<file path="config.mk">
export PLATFORM = sky130hd
export DESIGN_NAME = mlw_accum
export DESIGN_NICKNAME = d
export VERILOG_FILES = /design/src/sv/mlw_pkg.sv /design/src/sv/mlw_accum.sv
export SDC_FILE = /design/constraint.sdc
export NUM_CORES = 1
export LEC_CHECK = 0
export CAP_MARGIN = 20
export CORE_MARGIN = 8
export CORE_UTILIZATION = 42
export DETAILED_ROUTE_END_ITERATION = 12
export DONT_BUFFER_PORTS = 1
export PLACE_DENSITY = 0.65
export SYNTH_ARGS = -nofsm -noshare
export SYNTH_HDL_FRONTEND = slang
export SYNTH_SLANG_ARGS = --single-unit
</file>
<file path="constraint.sdc">
create_clock -name clk -period 6.4 [get_ports clk]
set_input_delay 0.32 -clock clk [delete_from_list [all_inputs] [get_ports clk]]
set_output_delay 0.32 -clock clk [all_outputs]
set_load 0.01 [all_outputs]
</file>
<file path="src/sv/mlw_pkg.sv">
`timescale 1ns / 1ps
// ----------------------------------------------------------------------------
// mlw_pkg
// Shared constants, sequencer states and control types for the shortest
// window search block.
// ----------------------------------------------------------------------------
package mlw_pkg;

  localparam int DEF_WINDOW_DEPTH = 1024;
  localparam int DEF_VALUE_BITS   = 16;

  localparam int TARGET_W   = 32;
  localparam int LEN_W      = 11;
  localparam int APB_ADDR_W = 3;
  localparam int APB_DATA_W = 32;

  localparam logic [TARGET_W-1:0] TARGET_RESET = TARGET_W'(1);
  localparam logic [LEN_W-1:0]    LEN_MAX      = '1;

  // register index, taken from paddr[2]
  localparam logic REG_TARGET = 1'b0;

  typedef enum logic [2:0] {
    S_IDLE,
    S_DROP_RD,
    S_DROP_SUB,
    S_WRITE,
    S_CHECK,
    S_EMIT
  } mlw_state_t;

  typedef struct packed {
    logic clear;
    logic add;
    logic sub;
  } mlw_accum_ctl_t;

endpackage

</file>
<file path="src/sv/mlw_accum.sv">
`timescale 1ns / 1ps
// ----------------------------------------------------------------------------
// mlw_accum
// Window sum register with one shared add/subtract unit and the compare
// against the target.
// ----------------------------------------------------------------------------
module mlw_accum #(
  parameter int VALUE_BITS = mlw_pkg::DEF_VALUE_BITS,
  parameter int SUM_W      = mlw_pkg::DEF_VALUE_BITS + 11
) (
  input  logic                             clk,
  input  logic                             rst,
  input  mlw_pkg::mlw_accum_ctl_t          ctl,
  input  logic [VALUE_BITS-1:0]            operand,
  input  logic [mlw_pkg::TARGET_W-1:0]     target,
  output logic                             reach
);
  import mlw_pkg::*;

  localparam int CMP_W = (SUM_W > TARGET_W) ? SUM_W : TARGET_W;

  logic [SUM_W-1:0] sum;
  logic [SUM_W-1:0] sum_next;
  logic [SUM_W-1:0] opx;

  // subtract as add of the inverted operand plus one
  always_comb begin
    opx      = SUM_W'(operand) ^ {SUM_W{ctl.sub}};
    sum_next = sum + opx + SUM_W'(ctl.sub);
  end

  always_ff @(posedge clk) begin
    if (rst || ctl.clear) begin
      sum <= '0;
    end else if (ctl.add || ctl.sub) begin
      sum <= sum_next;
    end
  end

  assign reach = CMP_W'(sum) >= CMP_W'(target);

endmodule

</file>
* After elaboration in Yosys (flattened, before gate mapping) *
Index checks and enable logic that the tools add are counted.

cells by class
  $add $sub $neg = 2
  magnitude comparators = 1
  bitwise gates (word level) = 1
  reduce and logical (&&, ||, !) cells = 2

operators by type and width
  cell                number
  $ge A27 B32 Y1      1
  $add A27 B1 Y27     1
  $add A27 B27 Y27    1
  $xor A16 B27 Y27    1
  $logic_or A1 B1 Y1  2

word-level totals
  register bits = 27
  input port bits = 53
  output and inout bits = 1

* Logic depth before layout (Yosys ltp) *
  depth in word-level cells = 3
  depth in mapped cells = 13
  depth with buffers taken out = 9

* Least setup slack after synthesis *
Ideal clock, no wire load.

  path type = in2reg
  start point = input port ctl[0] (netlist name)
  end point = register sum[24]
  data arrival time = 2770 ps
  data required time = 6283 ps
  slack = 3513 ps
  cell stages on the path = 12
  path buffers = 3
  cell sequence = clkbuf_1 -> buf_2 -> xor2_1 -> fa_1 -> a21oi_1 -> nor2_1 -> o21a_1 -> or2_1 -> buf_6 -> o211ai_2 -> nand3_1 -> a32o_1

on the way
  word-level cells in the longest chain between the ends = 3
  elaborated cells on any way between the ends = 4
  those cells by class = 2 x add/sub; 1 x bitwise; 1 x reduce/logical

RTL lines
  item                    RTL line         text
  start: declaration      mlw_accum.sv:13  input mlw_pkg::mlw_accum_ctl_t ctl,
  $xor A16 B27 Y27        mlw_accum.sv:28  opx = SUM_W'(operand) ^ {SUM_W{ctl.sub}};
  $add A27 B27 Y27        mlw_accum.sv:29  sum_next = sum + opx + SUM_W'(ctl.sub);
  $add A27 B1 Y27         mlw_accum.sv:29
  end signal: assignment  mlw_accum.sv:36  sum <= sum_next;
  end: declaration        mlw_accum.sv:22  logic [SUM_W-1:0] sum;

Several ways; a longest one is shown, not always the timed one.
A chain may end at the register's enable or synchronous reset.

* Final worst setup path *
  start point = register sum[0]
  end point = register sum[22]

on the way
  word-level cells in the longest chain between the ends = 2

RTL lines
  item              RTL line
  $add A27 B27 Y27  mlw_accum.sv:29
  $add A27 B1 Y27   mlw_accum.sv:29

No other way between the ends.

==> flow_summary.json <==
{
  "track_usage_pct": 15.5,
  "dp_hpwl_um": 7200,
  "slew_headroom_pct": 31.9,
  "h-tree-depth": 1,
  "utilization_pct": 44.0,
  "finClkSkew_ns": 0.00199,
  "cap_viol_max_count": 0,
  "multiInputGateArea_mm2": 0.00251,
  "die_height_um": 104,
  "regMostFlops": "sum",
  "top_regs": "sum: 27 flops",
  "grt-ovfl-total": 0,
  "synth_edf_count": 0,
  "synth_area_leaders": "ha_1, dfxtp_1, a21oi_1",
  "hold_path_class": "primary input to flop",
  "synth_top_area_share_pct": 21.1,
  "synth.distinct_cells": 57,
  "drc": 0,
  "async_reset_ff_share_pct": 0,
  "fill_cells": 806,
  "final_cell_mix": "ha_1, a21oi_1, nand2_1",
  "ff_latch_area_um2": 541,
  "fin_crit_sh_pct": 38.9,
  "totalWireLength_um": 8610,
  "finalSetupViolations": 0,
  "worst_pin_slew_ns": 1.02,
  "slowest_stage": "fa_1",
  "clkSinkCount": 27,
  "std_cell_rows": 32,
  "vias_per_cell": 5.77,
  "antenna_cells": 0,
  "dr.first_iter.drc_count": 167,
  "crit_buf_inv": 0,
  "clk_pin_slew_ns": 0.10,
  "largest_register_ffs": 27,
  "peakVddDrop_mv": 0.0667,
  "rsz0062_at_grt": "no",
  "ios": 54,
  "die_w_um": 104,
  "final_common_cell": "ha_1",
  "synth_warnings": 0,
  "die_area_mm2": 0.0108,
  "dr.pass1.iters": 4,
  "ctsHoldBuffers": 0,
  "hold_viol_final": 0,
  "p_leak_nw": 1.62,
  "ant_nets": 0,
  "nets": 522,
  "p_per_area_mw_per_mm2": 172,
  "critical-path-max-stage-delay_ns": 0.40,
  "vias": 2968,
  "synth_flop_cell": "dfxtp_1",
  "gp_congestion": 0.914,
  "crit_type": "flop to flop",
  "worstPathCellList": "mux2_4, fa_1, a21oi_1, nor2_1, o21a_1, or2_1, a31oi_1, xnor2_1, a22o_1",
  "start_util_pct": 42.8,
  "syn2layout_area_growth_pct": 2.88,
  "cts_setup_buffers": 0,
  "antenna_found_initial": 0,
  "wire_per_inst_um": 16.8,
  "grt_max_degree": 32,
  "required_ns": 6.57,
  "finalSetupTns_ns": 0,
  "first_global_vias": 2898,
  "cp-start-kind": "flop",
  "synth.net_count": 530,
  "synthesis.area_mm2": 0.00325,
  "syn_avg_cell_area_um2": 7.73,
  "min_period_ns": 2.49,
  "drv_slew": 0,
  "synth_largest_area_cell": "ha_1",
  "io_buffers": 0,
  "synth_seq_area_share_pct": 16.6,
  "cts.path.max_buffers": 2,
  "drive_gt1_share_pct": 4.85,
  "p_total_w": 0.000577,
  "clock_latency_ns": 0.27,
  "path_delay_family": "compound AO/OA/AOI/OAI gates",
  "postSynthCellCount": 421,
  "status": "completed",
  "cts_inserted_buffers": 3,
  "synth-seq-cells": 27,
  "critPathMaxFanout": 7,
  "cts_tree": "built",
  "clock.fmax_mhz": 402,
  "core_area_mm2": 0.00761,
  "cp.arrival_ns": 2.66,
  "grt_pass1_wl_um": 14300,
  "cts_root_buf": "clkbuf_8",
  "cts.repair.resized": 0,
  "end_kind": "flop"
}
## cell families (layout without fill, tap and decap cells)
kind of cell,after synthesis,count (layout),synth area share (%)
multiplexers,3,3,1.08
AO/OA/AOI/OAI,135,135,27.8
buffers and inverters,45,36,6.11
adder cells (fa/ha/maj),56,56,21.8
flip-flops,27,27,16.6
AND/OR/NAND/NOR,122,122,17.8
XOR/XNOR,33,33,8.88
## metal layers
metal  track usage (%)  wire, um  up-vias
met2              25.4      3950       77
met4              4.24       114        0
li1                  -         -     1506
met5                 0         0        -
met1              20.7      4010     1377
met3              1.98       533        8
## worst register-to-register path: cells and delay by family, from the launching register on
family          cells  cell delay, ns
simple gates        2            0.43
fa+ha+maj           1            0.40
flops               1            0.32
xor+xnor            1            0.10
mux                 1            0.27
compound gates      4            0.86
## power breakdown
group | total, W | switching (W) | internal [W]
Sequential | 0.000199 | 0.0000168 | 0.000182
Combinational | 0.000279 | 0.000164 | 0.000115
Clock | 0.0000990 | 0.0000544 | 0.0000446
Total | 0.000577 | 0.000235 | 0.000342
## synthesized netlist by cell type, types with 2 or more instances
cell type	count
clkbuf_1	7
o21ai_2	3
o21ai_1	3
o21ai_0	19
ha_1	55
mux2i_1	2
o211ai_1	2
o211ai_2	2
a22o_1	10
or4_1	2
buf_6	2
nor3b_1	2
nand2b_1	3
nor2b_1	3
nor4b_1	2
and3_1	2
o21bai_1	3
xnor2_1	14
a31oi_1	9
nand4_1	7
o21a_1	4
a32o_1	2
a21oi_2	4
or2_2	2
inv_1	32
xor2_1	19
nand3_1	13
a21o_1	15
nor3_1	4
dfxtp_1	27
buf_2	2
and2_1	3
or3_1	3
nor2_1	31
a21oi_1	41
a211oi_1	6
nand2_1	41
## final timing paths
path,from,end,slack (ns),depth (start not counted)
hold reg to reg,sum[8],sum[8],0.50,2
setup / recovery,sum[0],sum[22],3.91,9
hold / removal,rst,sum[20],0.25,3
setup reg to reg,sum[0],sum[22],3.91,9
## stage by stage
| stage | cells | hold slack (ns) | worst slack, ns | area [um2] |
|---|---|---|---|---|
| 2_1_floorplan | 421 | 0.453 | 3.51 | 3250 |
| 3_3_place_gp | 510 | 0.468 | 3.88 | 3300 |
| 3_5_place_dp | 510 | 0.483 | 3.84 | 3300 |
| 4_1_cts | 514 | 0.252 | 3.88 | 3350 |
| 5_1_grt | 514 | 0.260 | 3.76 | 3350 |
| 6_report | 514 | 0.249 | 3.91 | 3350 |
## cell type report
cell class | instances | share of cell area (%)
multi-input combinational | 349 | 75.1
sequential | 27 | 16.1
tap | 102 | 3.81
inverter | 32 | 3.59
clock buffer | 4 | 1.35
(Power assumes the default switching activity.)
